`src/rtl/point_affine_transform_core_defines.svh`:
```
// ----------------------------------------------------------------------------
// Point affine transform core - assertion macros
// Shared concurrent assertion forms for the transform core.
// ----------------------------------------------------------------------------
`ifndef POINT_AFFINE_TRANSFORM_CORE_DEFINES_SVH
`define POINT_AFFINE_TRANSFORM_CORE_DEFINES_SVH

// check a consequence in the same cycle
`define PAT_ASSERT_NOW(label, clk, rst, ante, cons) \
   label: assert property (@(posedge clk) disable iff (rst) (ante) |-> (cons)) \
      else $error("point transform assertion failed");

// check a consequence in the following cycle
`define PAT_ASSERT_NEXT(label, clk, rst, ante, cons) \
   label: assert property (@(posedge clk) disable iff (rst) (ante) |=> (cons)) \
      else $error("point transform assertion failed");

`endif

```
`src/rtl/pat_pkg.sv`:
```
// ----------------------------------------------------------------------------
// pat_pkg
// Constants, types and arithmetic helpers of the point affine transform core.
// ----------------------------------------------------------------------------
package pat_pkg;

   localparam int COORD_WIDTH = 32;
   localparam int FRAC_BITS   = 16;
   localparam int TRIG_STEPS  = 16;
   localparam int TRIG_FRAC   = 16;

   localparam int CW     = COORD_WIDTH;
   localparam int DW     = CW + 1;
   localparam int TW     = 18;
   localparam int PW_S   = CW + DW;
   localparam int PW_T   = DW + TW;
   localparam int SUM_W  = PW_S - FRAC_BITS + 2;
   localparam int ANG_W  = 34;
   localparam int XY_W   = 34;
   localparam int STEP_W = $clog2(TRIG_STEPS);

   localparam int PIPE_DEPTH = 10;
   localparam int LIN_DELAY  = 6;

   localparam logic signed [ANG_W-1:0] ANG_FULL    = ANG_W'(360 * 65536);
   localparam logic signed [ANG_W-1:0] ANG_HALF    = ANG_W'(180 * 65536);
   localparam logic signed [ANG_W-1:0] ANG_QUARTER = ANG_W'(90 * 65536);
   localparam logic signed [XY_W-1:0]  CORDIC_K    = XY_W'(652032874);

   localparam logic signed [SUM_W-1:0] SAT_HI = {{(SUM_W-CW+1){1'b0}}, {(CW-1){1'b1}}};
   localparam logic signed [SUM_W-1:0] SAT_LO = ~SAT_HI;

   typedef logic signed [CW-1:0]  coord_type;
   typedef logic signed [DW-1:0]  diff_type;
   typedef logic signed [TW-1:0]  trig_val_type;
   typedef logic signed [SUM_W-1:0] sum_type;

   typedef enum logic [2:0] {
      REG_MODE     = 3'd0,
      REG_CENTER_X = 3'd1,
      REG_CENTER_Y = 3'd2,
      REG_CENTER_Z = 3'd3,
      REG_PARAM_X  = 3'd4,
      REG_PARAM_Y  = 3'd5,
      REG_PARAM_Z  = 3'd6
   } reg_index_type;

   typedef enum logic [1:0] {
      MODE_TRANSLATE = 2'd0,
      MODE_SCALE     = 2'd1,
      MODE_ROTATE    = 2'd2
   } mode_type;

   typedef struct packed {
      trig_val_type sin_x;
      trig_val_type cos_x;
      trig_val_type sin_y;
      trig_val_type cos_y;
      trig_val_type sin_z;
      trig_val_type cos_z;
   } trig_type;

   typedef struct packed {
      coord_type x;
      coord_type y;
      coord_type z;
      logic      hit;
   } point_type;

   function automatic logic [21:0] atan_deg(input logic [4:0] idx);
      logic [21:0] r;
      case (idx)
         5'd0:  r = 22'd2949120;
         5'd1:  r = 22'd1740967;
         5'd2:  r = 22'd919879;
         5'd3:  r = 22'd466945;
         5'd4:  r = 22'd234379;
         5'd5:  r = 22'd117304;
         5'd6:  r = 22'd58666;
         5'd7:  r = 22'd29335;
         5'd8:  r = 22'd14668;
         5'd9:  r = 22'd7334;
         5'd10: r = 22'd3667;
         5'd11: r = 22'd1833;
         5'd12: r = 22'd917;
         5'd13: r = 22'd458;
         5'd14: r = 22'd229;
         5'd15: r = 22'd115;
         5'd16: r = 22'd57;
         5'd17: r = 22'd29;
         5'd18: r = 22'd14;
         5'd19: r = 22'd7;
         5'd20: r = 22'd4;
         5'd21: r = 22'd2;
         5'd22: r = 22'd1;
         default: r = 22'd0;
      endcase
      return r;
   endfunction

   // round to nearest, ties away from zero, then drop sh fraction bits
   function automatic logic signed [PW_S-1:0] round_prod(input logic signed [PW_S-1:0] p,
                                                         input int sh);
      logic signed [PW_S-1:0] bias;
      bias = (PW_S'(1) <<< (sh - 1)) - PW_S'(p[PW_S-1]);
      return (p + bias) >>> sh;
   endfunction

   function automatic coord_type sat_coord(input sum_type v);
      coord_type r;
      if (v > SAT_HI) r = SAT_HI[CW-1:0];
      else if (v < SAT_LO) r = SAT_LO[CW-1:0];
      else r = v[CW-1:0];
      return r;
   endfunction

   function automatic logic sat_hit(input sum_type v);
      return (v > SAT_HI) || (v < SAT_LO);
   endfunction

endpackage

```
`src/rtl/pat_lin.sv`:
```
// ----------------------------------------------------------------------------
// pat_lin
// Three-stage translate / scale datapath for one axis.
// ----------------------------------------------------------------------------
module pat_lin
   import pat_pkg::*;
(
   input  logic       clock,
   input  logic       adv,
   input  logic [1:0] mode,
   input  coord_type  p,
   input  coord_type  c,
   input  coord_type  param,
   output coord_type  q,
   output logic       hit
);

   diff_type               d1_ff, d1_in;
   coord_type              tr1_ff, tr2_ff, p1_ff, p2_ff;
   logic                   th1_ff, th2_ff;
   logic signed [PW_S-1:0] prod2_ff, prod2_in;
   sum_type                tsum, ssum, res;
   coord_type              q_ff, q_in;
   logic                   hit_ff, hit_in;

   assign d1_in    = DW'(p) - DW'(c);
   assign tsum     = SUM_W'(p) + SUM_W'(param);
   assign prod2_in = PW_S'(param) * PW_S'(d1_ff);
   assign ssum     = SUM_W'(c) + SUM_W'(round_prod(prod2_ff, FRAC_BITS));

   always_comb begin
      q_in   = p2_ff;
      hit_in = 1'b0;
      res    = ssum;
      case (mode)
         MODE_TRANSLATE: begin
            q_in   = tr2_ff;
            hit_in = th2_ff;
         end
         MODE_SCALE: begin
            q_in   = sat_coord(res);
            hit_in = sat_hit(res);
         end
         default: begin
            q_in   = p2_ff;
            hit_in = 1'b0;
         end
      endcase
   end

   always_ff @(posedge clock) begin
      if (adv) begin
         d1_ff    <= d1_in;
         tr1_ff   <= sat_coord(tsum);
         th1_ff   <= sat_hit(tsum);
         p1_ff    <= p;
         prod2_ff <= prod2_in;
         tr2_ff   <= tr1_ff;
         th2_ff   <= th1_ff;
         p2_ff    <= p1_ff;
         q_ff     <= q_in;
         hit_ff   <= hit_in;
      end
   end

   assign q   = q_ff;
   assign hit = hit_ff;

endmodule

```
`config.mk`:
```
export PLATFORM = sky130hd
export DESIGN_NAME = pat_lin
export DESIGN_NICKNAME = d
export VERILOG_FILES = /design/src/rtl/point_affine_transform_core_defines.svh /design/src/rtl/pat_pkg.sv /design/src/rtl/pat_lin.sv
export SDC_FILE = /design/constraint.sdc
export NUM_CORES = 2
export LEC_CHECK = 0
export BUFFER_PORTS_ARGS = -buffer_cell sky130_fd_sc_hd__buf_2
export CORE_UTILIZATION = 35
export CTS_CLUSTER_DIAMETER = 150
export CTS_CLUSTER_SIZE = 25
export DETAILED_ROUTE_END_ITERATION = 8
export SYNTH_ARGS = -nofsm -noshare
export SYNTH_HDL_FRONTEND = slang
export SYNTH_SLANG_ARGS = --single-unit
```
`constraint.sdc`:
```
create_clock -name clock -period 14 [get_ports clock]
set_input_delay 3.5 -clock clock [delete_from_list [all_inputs] [get_ports clock]]
set_output_delay 3.5 -clock clock [all_outputs]
set_load 0.01 [all_outputs]
```
==> results.md <==
- Main flop type after synthesis: edfxtp_1
- Final Wtd Congestion: 0.920
- Final number of setup-violating endpoints: 0
- RSZ-0062 raised after global routing: false
- Netlist cell types: 76
- Row count: 142
- Number of synthesized flops with an enable pin: around 260
- Mapped Area: approximately 53000 um^2
- Hold EP: p2_ff[20]
- Mux contribution to synthesized area: 0.0402%
- Post-Synth Adder-Cell Area: 49.8%
- Hold Crit Class: flop to flop
- Worst reg-to-reg setup slack: roughly 4.0 ns
- IO Pins: 133
- Starting density of the core: between 30% and 40%
- Die area: ~150000 um^2
- Async SR Flop Fraction: 0%
- Drt pass-1 iters: 6
- DRT Wirelength: roughly 160 mm
- Slowest CP cell: fa_1
- Worst-Margin Slew: 1.32 ns
- Via count: 38668
- CP bufs+invs: 8
- Largest family of logic cells by synthesized area: adder cells
- Synth Area in Simple Gates: 13.3%
- # Max-Cap Violations: 0
- CP delay by family, top: adder cells
- Yosys reg bits: around 260
- Final Hold Vio Count: 0
- Number of DRC markers in iteration 0: 3193
- Initial antenna violation count: 9
- Clk_skew: 0.0281 ns
- Total Routing Usage GR: 21.1%
- Crit-path max cell delay: approximately 0.53 ns
- Hold depth: 0
- Final min period: 11.99 ns
- Setup Buffers After CTS: 0
- Core ar.: 150000 um^2
- F_max: 83.4 MHz
- Mean Syn Cell Area: about 9.5 um^2
- Seq/Total Area, Yosys: 14.8%
- Setup TNS: 0 ns
- Commonest non-fill, non-tap cell in the layout: inv_1
- CTS sink cnt: 261
- Worst reg2reg path endpoint: prod2_ff[59]
- Cell count after synthesis: 5570
- Cts hold-fix bufs: 0
- Synthesized Nets: between 7000 and 8000
- Worst rel slew slack: between 10% and 20%
- Status: completed
- Clock Tree Root: clkbuf_16
- Final net count: 7079
- Compound-Gate Fraction of Synth Area: 7.73%
- Commonest cells after routing, fill and taps aside: inv_1, fa_1, nand2_1
- WL per Instance: 21.1 um
- Vias in the first global route: between 40000 and 50000
- Share of cells above drive strength 1: under 10%
- H-tree depth: 1
- First-pass GRT wire length: 245 mm
- CTS-repair resized insts: 0
- Clock-pin slew on the worst setup and hold paths: 0.12 ns
- Hold_sp: p1_ff[20]
- Setup crit start kind: input port
- Via/cell ratio: between 5 and 6
- Worst-Skew Late Latency: approximately 0.53 ns
- Worst r2r src: d1_ff[12]
- Most frequent CP cell: fa_1
- Xor/xnor cell area share of the yosys netlist: around 3.6%
- Fillcell total: 14958
- Post-DRT Antenna Nets: 0
- Layout area overhead: 6.14%
- Setup crit end kind: flop
- Grt ovf: 0
- TritonCTS clock tree: done
- Arr. time, crit path: 12.25 ns
- R2R cell count: 29
- CP max FO: 22
- Dpl hpwl: 124 mm
- Chip Width: 391 um
- Critical path class: input port to flop
- CTS buffer count: 14
- Pin count of the biggest net entering global routing: between 100 and 150
- Max Root-Sink Buffers: 3
- Max-slew violation count: 0
- Synth warn: 0
- Final Cycle Share: a little under nine tenths
- I/O Buffers: 132
- CP required: around 14 ns
- Post-route DRC: 0
- Die H: 391 um
-- per-stage QoR --
| stage | hold slack [ns] | setup WS [ns] | instances | instance area (um^2) | utilization [%] |
|---|---|---|---|---|---|
| detailed placement | 0.405 | 1.53 | 7549 | 55700 | 37.2 |
| global route | 0.411 | 1.60 | 7566 | 56100 | 37.4 |
| finish | 0.407 | 2.01 | 7568 | 56100 | 37.4 |
| CTS | 0.405 | 2.03 | 7566 | 56100 | 37.4 |
| global placement | 0.401 | 1.54 | 7549 | 55700 | 37.2 |
| floorplan | 0.400 | 2.63 | 5570 | 52900 | - |
-- cell usage after synthesis, types with 6 or more instances --
cell	n	area share [%]
a21oi_1	192	1.8
or3_1	9	0.11
nand4_1	32	0.38
a21o_1	83	1.2
a211o_1	38	0.63
clkbuf_1	239	1.7
xnor2_1	157	2.6
fa_1	1115	42
o31ai_1	10	0.14
nor2b_1	15	0.18
a211oi_1	21	0.30
nor2_1	127	0.90
o2111ai_1	8	0.13
a21boi_0	9	0.13
and3_1	33	0.39
o41ai_1	6	0.099
nor4_1	6	0.071
o22ai_1	8	0.095
o21ai_0	96	0.91
nand3_1	68	0.64
o211ai_1	15	0.21
nand2b_1	32	0.38
maj3_1	8	0.15
xor2_1	63	1.0
o21bai_1	28	0.40
edfxtp_1	261	15
o21a_1	24	0.34
nor3_1	22	0.21
nand2_1	893	6.3
a31oi_1	13	0.15
inv_1	1236	8.8
and2_1	285	3.4
ha_1	315	7.5
a22o_1	32	0.53
-- worst max-delay path by stage --
stage                   from      endpoint  slack (ns)  cells after the start
finish              param[6]  prod2_ff[59]        2.01                     30
global placement    param[6]  prod2_ff[59]        1.54                     30
CTS                 param[5]  prod2_ff[59]        2.03                     32
detailed placement  param[5]  prod2_ff[59]        1.53                     32
floorplan           param[8]  prod2_ff[59]        2.63                     29
global route        param[5]  prod2_ff[59]        1.60                     32
-- flip-flops by register name, summed over array words and instances (netlist names) --
| register | count |
|---|---|
| prod2_ff | 65 |
| d1_ff | 33 |
| p1_ff | 32 |
| p2_ff | 32 |
| q | 32 |
| tr1_ff | 32 |
| tr2_ff | 32 |
| hit | 1 |
| th1_ff | 1 |
| th2_ff | 1 |
-- logic make-up after synthesis --
logic type | Yosys count
AND/OR/NAND/NOR | 1545
multiplexers | 2
AO/OA/AOI/OAI | 620
buffers and inverters | 1484
flip-flops | 261
XOR/XNOR | 220
adder cells (fa/ha/maj) | 1438
-- layer usage --
| metal | track usage (%) | wire (um) | vias up |
|---|---|---|---|
| met5 | 0 | 96 | - |
| met4 | 6.68 | 5800 | 16 |
| met3 | 3.30 | 13500 | 271 |
| met2 | 34.0 | 72800 | 1536 |
| met1 | 29.1 | 67200 | 19913 |
| li1 | - | - | 16932 |
-- final cells by class --
class                   count  area (um^2)  area share, %
inverters                1236         4640           8.27
flip-flops and latches    261         7840           14.0
clock inverters             2         21.3         0.0379
diodes                      2         5.00        0.00892
clock buffers              15          375          0.669
multi-input cells        3825        39400           70.3
well taps                2016         2520           4.50
repair buffers            211         1260           2.25
Power is left out: the tool's default activity adds up to more than one toggle a clock period on the data nets, which glitch-free logic cannot reach.
