===== config.mk =====
export PLATFORM = sky130hd
export DESIGN_NAME = pat_trig
export DESIGN_NICKNAME = d
export VERILOG_FILES = /design/src/rtl/point_affine_transform_core_defines.svh /design/src/rtl/pat_pkg.sv /design/src/rtl/pat_trig.sv
export SDC_FILE = /design/constraint.sdc
export NUM_CORES = 1
export LEC_CHECK = 0
export ABC_AREA = 1
export ABC_CLOCK_PERIOD_IN_PS = 5600
export BUFFER_PORTS_ARGS = -buffer_cell sky130_fd_sc_hd__buf_2
export CORE_MARGIN = 4
export CORE_UTILIZATION = 35
export DETAILED_ROUTE_END_ITERATION = 7
export PLACE_DENSITY = 0.51
export SLEW_MARGIN = 5
export SYNTH_ARGS = -nofsm -noshare
export SYNTH_HDL_FRONTEND = slang
export SYNTH_SLANG_ARGS = --single-unit

===== constraint.sdc =====
create_clock -name clock -period 5.6 [get_ports clock]
set_input_delay 0.56 -clock clock [delete_from_list [all_inputs] [get_ports clock]]
set_output_delay 0.56 -clock clock [all_outputs]
set_load 0.02 [all_outputs]

===== src/rtl/point_affine_transform_core_defines.svh =====
// ----------------------------------------------------------------------------
// Point affine transform core - assertion macros
// Shared concurrent assertion forms for the transform core.
// ----------------------------------------------------------------------------
`ifndef POINT_AFFINE_TRANSFORM_CORE_DEFINES_SVH
`define POINT_AFFINE_TRANSFORM_CORE_DEFINES_SVH

// check a consequence in the same cycle
`define PAT_ASSERT_NOW(label, clk, rst, ante, cons) \
   label: assert property (@(posedge clk) disable iff (rst) (ante) |-> (cons)) \
      else $error("point transform assertion failed");

// check a consequence in the following cycle
`define PAT_ASSERT_NEXT(label, clk, rst, ante, cons) \
   label: assert property (@(posedge clk) disable iff (rst) (ante) |=> (cons)) \
      else $error("point transform assertion failed");

`endif


===== src/rtl/pat_pkg.sv =====
// ----------------------------------------------------------------------------
// pat_pkg
// Constants, types and arithmetic helpers of the point affine transform core.
// ----------------------------------------------------------------------------
package pat_pkg;

   localparam int COORD_WIDTH = 32;
   localparam int FRAC_BITS   = 16;
   localparam int TRIG_STEPS  = 16;
   localparam int TRIG_FRAC   = 16;

   localparam int CW     = COORD_WIDTH;
   localparam int DW     = CW + 1;
   localparam int TW     = 18;
   localparam int PW_S   = CW + DW;
   localparam int PW_T   = DW + TW;
   localparam int SUM_W  = PW_S - FRAC_BITS + 2;
   localparam int ANG_W  = 34;
   localparam int XY_W   = 34;
   localparam int STEP_W = $clog2(TRIG_STEPS);

   localparam int PIPE_DEPTH = 10;
   localparam int LIN_DELAY  = 6;

   localparam logic signed [ANG_W-1:0] ANG_FULL    = ANG_W'(360 * 65536);
   localparam logic signed [ANG_W-1:0] ANG_HALF    = ANG_W'(180 * 65536);
   localparam logic signed [ANG_W-1:0] ANG_QUARTER = ANG_W'(90 * 65536);
   localparam logic signed [XY_W-1:0]  CORDIC_K    = XY_W'(652032874);

   localparam logic signed [SUM_W-1:0] SAT_HI = {{(SUM_W-CW+1){1'b0}}, {(CW-1){1'b1}}};
   localparam logic signed [SUM_W-1:0] SAT_LO = ~SAT_HI;

   typedef logic signed [CW-1:0]  coord_type;
   typedef logic signed [DW-1:0]  diff_type;
   typedef logic signed [TW-1:0]  trig_val_type;
   typedef logic signed [SUM_W-1:0] sum_type;

   typedef enum logic [2:0] {
      REG_MODE     = 3'd0,
      REG_CENTER_X = 3'd1,
      REG_CENTER_Y = 3'd2,
      REG_CENTER_Z = 3'd3,
      REG_PARAM_X  = 3'd4,
      REG_PARAM_Y  = 3'd5,
      REG_PARAM_Z  = 3'd6
   } reg_index_type;

   typedef enum logic [1:0] {
      MODE_TRANSLATE = 2'd0,
      MODE_SCALE     = 2'd1,
      MODE_ROTATE    = 2'd2
   } mode_type;

   typedef struct packed {
      trig_val_type sin_x;
      trig_val_type cos_x;
      trig_val_type sin_y;
      trig_val_type cos_y;
      trig_val_type sin_z;
      trig_val_type cos_z;
   } trig_type;

   typedef struct packed {
      coord_type x;
      coord_type y;
      coord_type z;
      logic      hit;
   } point_type;

   function automatic logic [21:0] atan_deg(input logic [4:0] idx);
      logic [21:0] r;
      case (idx)
         5'd0:  r = 22'd2949120;
         5'd1:  r = 22'd1740967;
         5'd2:  r = 22'd919879;
         5'd3:  r = 22'd466945;
         5'd4:  r = 22'd234379;
         5'd5:  r = 22'd117304;
         5'd6:  r = 22'd58666;
         5'd7:  r = 22'd29335;
         5'd8:  r = 22'd14668;
         5'd9:  r = 22'd7334;
         5'd10: r = 22'd3667;
         5'd11: r = 22'd1833;
         5'd12: r = 22'd917;
         5'd13: r = 22'd458;
         5'd14: r = 22'd229;
         5'd15: r = 22'd115;
         5'd16: r = 22'd57;
         5'd17: r = 22'd29;
         5'd18: r = 22'd14;
         5'd19: r = 22'd7;
         5'd20: r = 22'd4;
         5'd21: r = 22'd2;
         5'd22: r = 22'd1;
         default: r = 22'd0;
      endcase
      return r;
   endfunction

   // round to nearest, ties away from zero, then drop sh fraction bits
   function automatic logic signed [PW_S-1:0] round_prod(input logic signed [PW_S-1:0] p,
                                                         input int sh);
      logic signed [PW_S-1:0] bias;
      bias = (PW_S'(1) <<< (sh - 1)) - PW_S'(p[PW_S-1]);
      return (p + bias) >>> sh;
   endfunction

   function automatic coord_type sat_coord(input sum_type v);
      coord_type r;
      if (v > SAT_HI) r = SAT_HI[CW-1:0];
      else if (v < SAT_LO) r = SAT_LO[CW-1:0];
      else r = v[CW-1:0];
      return r;
   endfunction

   function automatic logic sat_hit(input sum_type v);
      return (v > SAT_HI) || (v < SAT_LO);
   endfunction

endpackage


===== src/rtl/pat_trig.sv =====
// ----------------------------------------------------------------------------
// pat_trig
// Sequential CORDIC unit: reduces an angle register and stores its sine and
// cosine in the cache.
// ----------------------------------------------------------------------------
module pat_trig
   import pat_pkg::*;
(
   input  logic      clock,
   input  logic      reset,
   input  logic      start,
   input  logic [1:0] axis,
   input  coord_type angle,
   output logic      busy,
   output trig_type  cache
);

   typedef enum logic [5:0] {
      ST_IDLE   = 6'b000001,
      ST_REDUCE = 6'b000010,
      ST_HALF   = 6'b000100,
      ST_QUAD   = 6'b001000,
      ST_ITER   = 6'b010000,
      ST_STORE  = 6'b100000
   } state_type;

   state_type state_ff, state_in;
   logic signed [ANG_W-1:0] ang_ff, ang_in;
   logic signed [XY_W-1:0]  x_ff, x_in, y_ff, y_in;
   logic [2:0]        k_ff, k_in;
   logic [STEP_W-1:0] i_ff, i_in;
   logic              neg_ff, neg_in;
   logic [1:0]        axis_ff, axis_in;
   trig_val_type      cache_ff [0:5];
   logic signed [XY_W-1:0] xs, ys, xr, yr;
   logic signed [ANG_W-1:0] ang_ext, wrap, step_ang;
   trig_val_type      sin_v, cos_v;

   assign ang_ext  = ANG_W'(angle);
   assign wrap     = ANG_FULL <<< k_ff;
   assign xs       = x_ff >>> i_ff;
   assign ys       = y_ff >>> i_ff;
   assign step_ang = ANG_W'(atan_deg(5'(i_ff)));
   assign xr       = (x_ff + XY_W'(1 << (29 - TRIG_FRAC))) >>> (30 - TRIG_FRAC);
   assign yr       = (y_ff + XY_W'(1 << (29 - TRIG_FRAC))) >>> (30 - TRIG_FRAC);
   assign cos_v    = neg_ff ? -xr[TW-1:0] : xr[TW-1:0];
   assign sin_v    = neg_ff ? -yr[TW-1:0] : yr[TW-1:0];

   always_comb begin
      state_in = state_ff;
      ang_in   = ang_ff;
      x_in     = x_ff;
      y_in     = y_ff;
      k_in     = k_ff;
      i_in     = i_ff;
      neg_in   = neg_ff;
      axis_in  = axis_ff;
      unique case (state_ff)
         ST_IDLE: begin
            if (start) begin
               ang_in   = angle[CW-1] ? ang_ext + (ANG_FULL <<< 7) : ang_ext;
               axis_in  = axis;
               k_in     = 3'd6;
               state_in = ST_REDUCE;
            end
         end
         ST_REDUCE: begin
            if (ang_ff >= wrap) ang_in = ang_ff - wrap;
            if (k_ff == 3'd0) state_in = ST_HALF;
            else k_in = k_ff - 3'd1;
         end
         ST_HALF: begin
            if (ang_ff > ANG_HALF) ang_in = ang_ff - ANG_FULL;
            state_in = ST_QUAD;
         end
         ST_QUAD: begin
            neg_in = 1'b0;
            if (ang_ff > ANG_QUARTER) begin
               ang_in = ang_ff - ANG_HALF;
               neg_in = 1'b1;
            end else if (ang_ff < -ANG_QUARTER) begin
               ang_in = ang_ff + ANG_HALF;
               neg_in = 1'b1;
            end
            x_in     = CORDIC_K;
            y_in     = '0;
            i_in     = '0;
            state_in = ST_ITER;
         end
         ST_ITER: begin
            if (!ang_ff[ANG_W-1]) begin
               x_in   = x_ff - ys;
               y_in   = y_ff + xs;
               ang_in = ang_ff - step_ang;
            end else begin
               x_in   = x_ff + ys;
               y_in   = y_ff - xs;
               ang_in = ang_ff + step_ang;
            end
            if (i_ff == STEP_W'(TRIG_STEPS - 1)) state_in = ST_STORE;
            else i_in = i_ff + STEP_W'(1);
         end
         ST_STORE: begin
            state_in = ST_IDLE;
         end
         default: state_in = ST_IDLE;
      endcase
   end

   always_ff @(posedge clock) begin
      if (reset) begin
         state_ff <= ST_IDLE;
         for (int n = 0; n < 6; n++) cache_ff[n] <= '0;
      end else begin
         state_ff <= state_in;
         if (state_ff == ST_STORE) begin
            cache_ff[{axis_ff, 1'b0}] <= sin_v;
            cache_ff[{axis_ff, 1'b1}] <= cos_v;
         end
      end
   end

   always_ff @(posedge clock) begin
      ang_ff  <= ang_in;
      x_ff    <= x_in;
      y_ff    <= y_in;
      k_ff    <= k_in;
      i_ff    <= i_in;
      neg_ff  <= neg_in;
      axis_ff <= axis_in;
   end

   assign busy  = (state_ff != ST_IDLE);
   assign cache = '{sin_x: cache_ff[0], cos_x: cache_ff[1],
                    sin_y: cache_ff[2], cos_y: cache_ff[3],
                    sin_z: cache_ff[4], cos_z: cache_ff[5]};

endmodule


==> results of run 1 <==
## worst reg2reg max path: cells and delay by family (launching register included)
family                     cells  cell delay, ns
xor gates and xnor gates       1            0.16
adders and majority gates      1            0.35
AOI/OAI and AO/OA              5            1.14
DFF                            1            0.35
and+or+nand+nor               14            2.08
buffers and inverters          2            0.66
## path summary, 6_finish.rpt
path | from | end | cells after the start
max | i_ff[1] | x_ff[33] | 23
min | axis[1] | axis_ff[1] | 1
max reg2reg | i_ff[1] | x_ff[33] | 23
min reg2reg | ang_ff[8] | ang_ff[8] | 2
## registers in the layout, summed over array words and instances (netlist names)
register and count:
y_ff 34, cache_ff 108, x_ff 34, state_ff 6
ang_ff 34, axis_ff 2, step_ang 22, neg_ff 1
i_ff 4, k_ff 3
## synthesized netlist by cell type, types with 8 or more instances
cell type	count
a21boi_0	8
a21o_1	19
a21oi_1	237
a22oi_1	11
a31oi_1	16
buf_1	15
buf_2	37
clkbuf_1	50
dfxtp_1	28
edfxtp_1	220
ha_1	141
inv_1	337
inv_2	12
nand2_1	866
nand2_2	17
nand3_1	459
nand3_2	13
nand3b_1	14
nand4_1	64
nor2_1	438
nor2_2	14
nor3_1	46
nor4_1	11
o211ai_1	17
o21a_1	15
o21ai_0	192
o21ai_1	13
o21bai_1	15
or2_2	25
xnor2_1	61
xor2_1	94
## cell families after synthesis
kind of cell / Yosys count / share of synthesized area
DFF: 248 / 0.296
buffers and inverters: 466 / 0.0769
AOI/OAI and AO/OA: 584 / 0.137
and+or+nand+nor: 1982 / 0.357
muxes: 2 / 0.000827
adders and majority gates: 144 / 0.0754
xor gates and xnor gates: 156 / 0.0568
## per-stage QoR
step	total power [uW]	instances	hold slack, ns	util
2_1_floorplan	4020	3582	0.577	-
3_3_place_gp	4730	4580	0.639	0.377
3_5_place_dp	4710	4580	0.640	0.377
4_1_cts	6900	4636	0.0985	0.393
5_1_grt	7310	4636	0.110	0.393
6_report	6870	4636	0.138	0.393
## routing by layer
| metal | global-route usage | vias up | routed length, um |
|---|---|---|---|
| met4 | 0.0384 | 4 | 1340 |
| met5 | 0 | - | 29 |
| met1 | 0.322 | 11200 | 40400 |
| met3 | 0.0309 | 68 | 5700 |
| met2 | 0.348 | 728 | 37000 |
| li1 | - | 12300 | - |
## cell usage in the layout (no fill, tap or decap), drive strengths merged, types with 15 or more instances in the layout
cell type and count:
nand3b 15, inv 353, o21ai 210, o21bai 17, a21oi 238, xor2 95, clkbuf 34, nor2 455
or2 26, edfxtp 220, nand2 883, a31oi 16, buf 180, nand4 64, a21o 19, o21a 15
nor3 51, xnor2 61, o211ai 17, dfxtp 28, ha 141, nand3 473
## where the power goes
part	switching, uW	internal [uW]
Clock	862	1290
Combinational	1640	808
Sequential	148	2120
Total	2650	4220
## area by class of cell
class	instances	area, sq um	area share
multi-input cells	2868	15200	0.565
repair buffers	180	1000	0.0372
flip-flops and latches	248	7170	0.266
clock buffers	34	787	0.0292
inverters	353	1330	0.0493
well taps	931	1160	0.0432
clock inverters	22	282	0.0104
==> impl_metrics.csv, run 1 <==
group,metric,value,unit
yosys,synth_top_area_share,0.273,
global_routing,grt_use_total,0.220,
sta,skew,0.0134,ns
layout,diodes,0,
clock_network,post_cts_resized,0,
yosys,synth-edff-count,220,
place,numPortBuffers,145,
critical_path,cp.arrival,5.32,ns
floorplan,initial_utilization,0.353,
clock_network,h-tree-depth,1,
yosys,synth_largest_area_cell,"edfxtp_1",
yosys,yosysUniqueCellTypes,62,
critical_path,rrSetupSlack,0.64,ns
place,preCtsSetupSlack,0.763,ns
layout,num-fill-cells,7444,
drt,drc,0,
floorplan,pin_count,146,
pwr,powerDensity,255,nW/um^2
sta,fin_crit_sh,0.886,
outcome,status,"finished, final reports clean",
critical_path,cp_common_cell,"nand2_1",
yosys,ys_top_cells_by_area,"edfxtp_1 (27%), nand2_1 (13%), nand3_1 (9.5%)",
sta,slew_violations,0,
sta,rsz0062_at_grt,"false",
flow_run,max_cap_violations,0,
sta,setup_ws,0.641,ns
yosys,avgSynthCellArea,6.76,sq um
critical_path,crit_type,"reg -> reg",
critical_path,required,5.96,ns
sta,finalCriticalPeriod,4.96,ns
clock_network,clk-insertion-delay-late,0.60,ns
drt,postRouteAntennaNets,0,
yosys,yosys_most_used_dff,"edfxtp_1",
drt,drt_first_iter_violations,2469,
drt,vias,24400,
clock_network,tritoncts,"built",
pwr,leakage,0.0118,uW
critical_path,end_kind,"flip-flop",
place,dpl.hpwl,65.4,mm
layout,finalInstanceArea,26900,sq um
drt,finalWirelength,84.4,mm
critical_path,path_max_fanout,66,
drt,routedWlPerCell,18.2,um
floorplan,die_width,271,um
sta,relSlewSlack,0.304,
yosys,synth_area,24200,sq um
critical_path,cp_num_buf_inv,2,
critical_path,cp-start-kind,"flip-flop",
global_routing,grt_max_degree,70,
sta,finalSetupViolations,0,
yosys,synth-seq-area-share,0.296,
yosys,synth_nets,3763,
floorplan,fp.coreArea,68600,sq um
layout,drive_gt1_frac,0.0915,
yosys,ys_ff_latch,248,
clock_network,cts-hold-fix-buffers,0,
global_routing,grt_pass1_wl,130,mm
sta,clock.fmax,202,MHz
yosys,syn_inst,3582,
clock_network,cts_setup_buffers,0,
drt,first_pass_iters,6,
place,routabilityCongestion,0.917,
sta,tightest_slew,1.04,ns
pwr,peakVddDrop,0.276,mV
floorplan,die_area,73400,sq um
hold_path,hp-class,"in -> reg",
critical_path,slowest_delay,0.61,ns
clock_network,cts.clk_slew.worst_paths,0.06,ns
critical_path,cp_slowest_cell,"buf_4",
clock_network,cts_sinks,248,
global_routing,grt_pass1_vias,22400,
floorplan,rows,96,
drt,vias_per_cell,5.26,
critical_path,cp_cell_sequence,"buf_4, nand3_1, nand3_1, nand3_1, nand2_1, nand2_1, nor2_2, nand2_1, nor2_1, nand2_1, xnor2_1, a21oi_1, ha_1, nand2_1, inv_1, a21oi_1, o221ai_1, a21oi_1, nand2_1, a31oi_1, nand3_1, nand2_1, nor2_1",
floorplan,die_h,271,um
yosys,async_flop_share,0,
global_routing,overflow,0,
sta,hold_viol_final,0,
yosys,yosysWarnings,0,
clock_network,root_buffer,"clkbuf_16",
place,place_area,25900,sq um
clock_network,cts_buffers,31,
global_routing,antenna_found_initial,3,
sta,tns,0,ns
clock_network,clk_path_buf_depth,3,
layout,fin_nets,3863,
layout,syn_to_final_growth,11.3,%
critical_path,path_delay_family,"simple AND/OR/NAND/NOR gates",
No activity file was read; power rests on OpenSTA's default activity.
==> run 2, diff against run 1 <==
Settings changed: ABC_AREA 1 to unset.
==> impl_metrics.csv, run 2 <==
group,metric,value,unit
yosys,synth.most_common_cell,"nor2_1",
yosys,synth-seq-area-share,0.298,
sta,tightest_slew,1.06,ns
floorplan,fp.coreArea,67600,sq um
sta,hold_ws,0.191,ns
yosys,yosysWarnings,0,
drt,first_pass_iters,6,
yosys,yosysUniqueCellTypes,99,
critical_path,crit_type,"reg -> reg",
yosys,synth_xor_area_frac,0.0914,
critical_path,cp_cell_sequence,"buf_12, buf_16, mux4_2, mux4_2, inv_2, o211ai_1, nor3_2, nor2_1, xnor2_1, ha_1, a21o_1, a2111oi_2, a21bo_2, a41o_1, o211ai_1, a21oi_2, o21a_1, nor3_1, o21ai_0",
sta,finalSetupViolations,0,
yosys,synthAdderAreaFrac,0.0758,
place,routabilityCongestion,0.935,
yosys,synth-edff-count,220,
drt,routedWlPerCell,21.2,um
clock_network,clk_path_buf_depth,3,
sta,finalCriticalPeriod,5.30,ns
global_routing,grt_pass1_vias,21600,
layout,largest_register,"cache_ff",
pwr,leakage,0.0110,uW
layout,final_common_cell,"nor2_1",
pwr,peakVddDrop,0.215,mV
sta,skew,0.0228,ns
critical_path,cp_num_buf_inv,3,
critical_path,slowest_delay,0.55,ns
yosys,synth.mux.area_fraction,0.111,
sta,hold_viol_final,0,
yosys,synth_compound_area_frac,0.188,
sta,tns,0,ns
layout,num-fill-cells,6834,
sta,rsz0062_at_grt,"false",
floorplan,rows,95,
layout,diodes,0,
layout,largest_register_ffs,108,
critical_path,cp-start-kind,"flip-flop",
yosys,syn_inst,2703,
outcome,status,"finished, final reports clean",
yosys,synth_top_family_by_area,"simple AND/OR/NAND/NOR gates",
clock_network,h-tree-depth,2,
clock_network,root_buffer,"clkbuf_16",
drt,drt_first_iter_violations,1786,
layout,fin_nets,3051,
sta,clock.fmax,189,MHz
layout,layout_common_cells,"nor2_1 (335), nand2_1 (220), edfxtp_1 (220)",
layout,register_area,7170,sq um
yosys,synth_largest_area_cell,"edfxtp_1",
yosys,async_flop_share,0,
sta,slew_violations,0,
global_routing,grt_use_total,0.209,
drt,finalWirelength,79.8,mm
place,numPortBuffers,145,
yosys,ys_top_cells_by_area,"edfxtp_1 (27%), ha_1 (7.3%), mux4_2 (6.7%)",
global_routing,grt_max_degree,95,
yosys,synth_area,24100,sq um
critical_path,cp_slowest_cell,"mux4_2",
critical_path,path_delay_family,"compound AO/OA/AOI/OAI gates",
yosys,ys_ff_latch,248,
floorplan,die_h,270,um
drt,drc,0,
floorplan,die_area,73000,sq um
critical_path,required,5.86,ns
hold_path,hp-class,"in -> reg",
critical_path,cp.arrival,5.57,ns
layout,syn_to_final_growth,14.6,%
global_routing,grt_pass1_wl,123,mm
drt,vias,22000,
global_routing,overflow,0,
pwr,powerDensity,219,nW/um^2
critical_path,end_kind,"flip-flop",
drt,postRouteAntennaNets,0,
floorplan,die_width,270,um
sta,fin_crit_sh,0.947,
clock_network,tritoncts,"built",
sta,relSlewSlack,0.296,
layout,drive_gt1_frac,0.178,
global_routing,antenna_found_initial,0,
yosys,synth_nets,2884,
yosys,synth_top_area_share,0.275,
flow_run,max_cap_violations,0,
yosys,synth-simple-area-share,0.196,
clock_network,clk-insertion-delay-late,0.55,ns
floorplan,pin_count,146,
clock_network,cts.clk_slew.worst_paths,0.06,ns
floorplan,initial_utilization,0.356,
layout,multi_input_area,16000,sq um
yosys,yosys_most_used_dff,"edfxtp_1",
clock_network,cts_sinks,248,
critical_path,path_max_fanout,25,
place,dpl.hpwl,60.3,mm
yosys,synth_common_cells,"nor2_1 (335), nand2_1 (221), edfxtp_1 (220)",
drt,vias_per_cell,5.83,
clock_network,cts_buffers,34,
yosys,avgSynthCellArea,8.90,sq um
## run 2: worst register-to-register path: cells and delay by family, from the launching register on
kind                       cells  cell delay (ns)
buffers and inverters          3             0.47
AOI/OAI and AO/OA              9             2.02
adders and majority gates      1             0.35
muxes                          2             1.09
xor gates and xnor gates       1             0.18
and+or+nand+nor                3             0.51
DFF                            1             0.41
## run 2: report_power, final
part	switching, uW	total, uW	internal, uW
registers	95.6	2180	2090
clock network	885	2210	1320
logic	970	1640	675
total	1950	6040	4090
## run 2: metal layers
| metal | GRT usage | share of wire | vias to the layer above |
|---|---|---|---|
| met5 | 0 | 0 | - |
| li1 | - | - | 10400 |
| met1 | 0.255 | 0.42 | 10700 |
| met2 | 0.372 | 0.49 | 705 |
| met4 | 0.0812 | 0.040 | 0 |
| met3 | 0.0297 | 0.054 | 165 |
## run 2: final cells by class
cell class | instances | share of cell area
clock buffer | 45 | 0.0353
sequential | 248 | 0.260
timing repair buffer | 290 | 0.0691
tap | 873 | 0.0396
multi-input combinational | 2229 | 0.581
clock inverter | 15 | 0.00567
inverter | 67 | 0.00912
## run 2: metrics by stage
stage / util / setup WS [ns] / area, sq um / total power (uW) / cells
final: 0.408 / 0.298 / 27600 / 6040 / 3767
after global routing: 0.408 / 0.00152 / 27600 / 6370 / 3767
after floorplan: - / 0.159 / 24100 / 3410 / 2703
after global placement: 0.386 / 0.237 / 26100 / 3820 / 3681
after detailed placement: 0.386 / 0.138 / 26100 / 3830 / 3681
after CTS: 0.403 / 0.113 / 27200 / 6080 / 3741
## run 2: final timing paths
kind | startpoint | endpoint | slack [ns] | depth (start not counted)
max | i_ff[0] | x_ff[29] | 0.30 | 19
min | axis[0] | axis_ff[0] | 0.19 | 1
max reg2reg | i_ff[0] | x_ff[29] | 0.30 | 19
min reg2reg | ang_ff[13] | ang_ff[13] | 0.65 | 2
## run 2: what timing repair did
item,in CTS,in global routing
buffers inserted,0,24
endpoints found under the setup margin,0,19
endpoints found under the hold margin,0,0
gates resized for setup,0,24
hold buffers,0,0
## run 2: cell families (layout without fill, tap and decap cells)
family                   count (synthesis)  in the layout
AO/OA/AOI/OAI                          689            689
XOR/XNOR                               251            251
adder cells (fa/ha/maj)                144            144
buffers and inverters                  226            417
flip-flops                             248            248
multiplexers                           165            165
AND/OR/NAND/NOR                        980            980
==> run 3, diff against run 2 <==
Settings changed: BUFFER_PORTS_ARGS -buffer_cell sky130_fd_sc_hd__buf_2 to -buffer_cell sky130_fd_sc_hd__buf_4.
==> impl_metrics.csv, run 3 (synthesis results as in run 2) <==
group,metric,value,unit
layout,largest_register_ffs,108,
drt,first_pass_iters,6,
critical_path,cp-start-kind,"flip-flop",
sta,relSlewSlack,0.306,
pwr,switching_share,0.323,
critical_path,required,5.87,ns
critical_path,rr_worst_depth,19,
layout,fin_nets,3034,
global_routing,grt_use_total,0.206,
critical_path,end_kind,"flip-flop",
global_routing,overflow,0,
critical_path,critPathCapture,"x_ff[29]",
pwr,power_frac_seq,0.360,
floorplan,rows,95,
pwr,clock_power_share,0.367,
critical_path,path_max_fanout,14,
layout,syn_to_final_growth,15.8,%
sta,setup_ws,0.284,ns
sta,hold_ws,0.178,ns
critical_path,cp.arrival,5.58,ns
clock_network,h-tree-depth,2,
clock_network,root_buffer,"clkbuf_16",
layout,drive_gt1_frac,0.173,
clock_network,cts_buffers,34,
sta,clock.fmax,188,MHz
sta,tightest_slew,1.04,ns
drt,vias_per_cell,5.81,
global_routing,grt_pass1_vias,21200,
drt,finalWirelength,79.0,mm
layout,fin_util,0.412,
critical_path,crit_type,"reg -> reg",
pwr,powerDensity,218,nW/um^2
clock_network,cts-hold-fix-buffers,0,
floorplan,die_area,73000,sq um
floorplan,pin_count,146,
layout,largest_register,"cache_ff",
drt,vias,21800,
critical_path,r2r_start,"i_ff[0]",
flow_run,max_cap_violations,0,
sta,skew,0.0339,ns
pwr,peakVddDrop,0.187,mV
sta,finalCriticalPeriod,5.32,ns
clock_network,cts_sinks,248,
outcome,status,"finished, final reports clean",
place,numPortBuffers,145,
layout,diodes,0,
pwr,leakage,0.0110,uW
drt,routedWlPerCell,21.1,um
pwr,power_switching,1960,uW
place,dpl.hpwl,59.9,mm
drt,drt_first_iter_violations,1869,
clock_network,clk_path_buf_depth,3,
drt,postRouteAntennaNets,0,
clock_network,clk-insertion-delay-late,0.56,ns
global_routing,grt_max_degree,95,
place,routabilityCongestion,0.923,
drt,drc,0,
sta,finalSetupViolations,0,
layout,num-fill-cells,6733,
hold_path,hp-class,"in -> reg",
sta,slew_violations,0,
layout,final_common_cell,"nor2_1",
clock_network,cts.clk_slew.worst_paths,0.06,ns
global_routing,grt_pass1_wl,122,mm
place,place_inst,3677,
pwr,internal_power,4120,uW
floorplan,initial_utilization,0.356,
floorplan,die_width,270,um
floorplan,die_h,270,um
sta,hold_viol_final,0,
critical_path,rrSetupSlack,0.28,ns
floorplan,fp.coreArea,67600,sq um
sta,fin_crit_sh,0.949,
critical_path,reg2reg_to,"x_ff[29]",
pwr,pwr-share-comb,0.273,
layout,layoutNonFillerInstCount,3751,
clock_network,tritoncts,"built",
place,preCtsSetupSlack,0.0634,ns
critical_path,startpoint,"i_ff[0]",
global_routing,antenna_found_initial,0,
layout,layout_common_cells,"nor2_1 (335), buf_4 (262), nand2_1 (220), edfxtp_1 (220), a21oi_1 (199)",
-- run 3: through the flow --
| stage | total power, uW | TNS (ns) | cell area, sq um |
|---|---|---|---|
| 2_1_floorplan | 3410 | 0 | 24100 |
| 3_3_place_gp | 3840 | 0 | 26500 |
| 3_5_place_dp | 3850 | 0 | 26500 |
| 4_1_cts | 6110 | 0 | 27600 |
| 5_1_grt | 6380 | -0.0111 | 27900 |
| 6_report | 6080 | 0 | 27900 |
-- run 3: worst min path at each step --
| stage | from | endpoint | slack [ns] | cells past startpoint |
|---|---|---|---|---|
| 2_1_floorplan | ang_ff[0] | ang_ff[0] | 0.58 | 2 |
| 3_5_place_dp | ang_ff[4] | ang_ff[4] | 0.63 | 1 |
| 4_1_cts | axis[0] | axis_ff[0] | 0.14 | 1 |
| 5_1_grt | axis[0] | axis_ff[0] | 0.15 | 1 |
| 3_3_place_gp | ang_ff[4] | ang_ff[4] | 0.62 | 1 |
| 6_report | axis[0] | axis_ff[0] | 0.18 | 1 |
-- run 3: final cells by class --
cell class,instances,area [sq um],share of cell area
inverters,67,251,0.00903
multi-input cells,2229,16000,0.575
well taps,873,1090,0.0392
repair buffers,273,2190,0.0785
flip-flops and latches,248,7170,0.257
clock buffers,45,942,0.0338
clock inverters,16,186,0.00669
-- run 3: what timing repair did --
item,in CTS,in global routing
endpoints found under the setup margin,0,21
resized for setup,0,24
setup buffers,0,11
-- run 3: power groups by stage --
| stage | registers (uW) | logic, uW | clock network (uW) |
|---|---|---|---|
| floorplan | 2200 | 1200 | 0 |
| global placement | 2230 | 1620 | 0 |
| detailed placement | 2230 | 1630 | 0 |
| CTS | 2190 | 1640 | 2280 |
| global route | 2200 | 1830 | 2360 |
| finish | 2190 | 1660 | 2230 |
-- run 3: layer usage --
metal  wire length [um]  track usage
met1              33100        0.259
met2              38200        0.361
met3               4450       0.0284
met4               3220       0.0761
met5                  0            0
-- run 3: critical path: stages, from the launching register on --
cell and delay, ns:
edfxtp_1 0.42, buf_12 0.19, buf_16 0.17, mux4_2 0.56
mux4_2 0.54, a2111oi_4 0.39, nor3b_2 0.26, a21oi_1 0.10
xnor2_1 0.18, ha_1 0.35, and2_1 0.20, a2111oi_2 0.29
a21bo_2 0.29, a41o_1 0.25, o211ai_1 0.18, buf_4 0.16
a21oi_2 0.07, o21a_1 0.22, nor3_1 0.13, o21ai_0 0.09
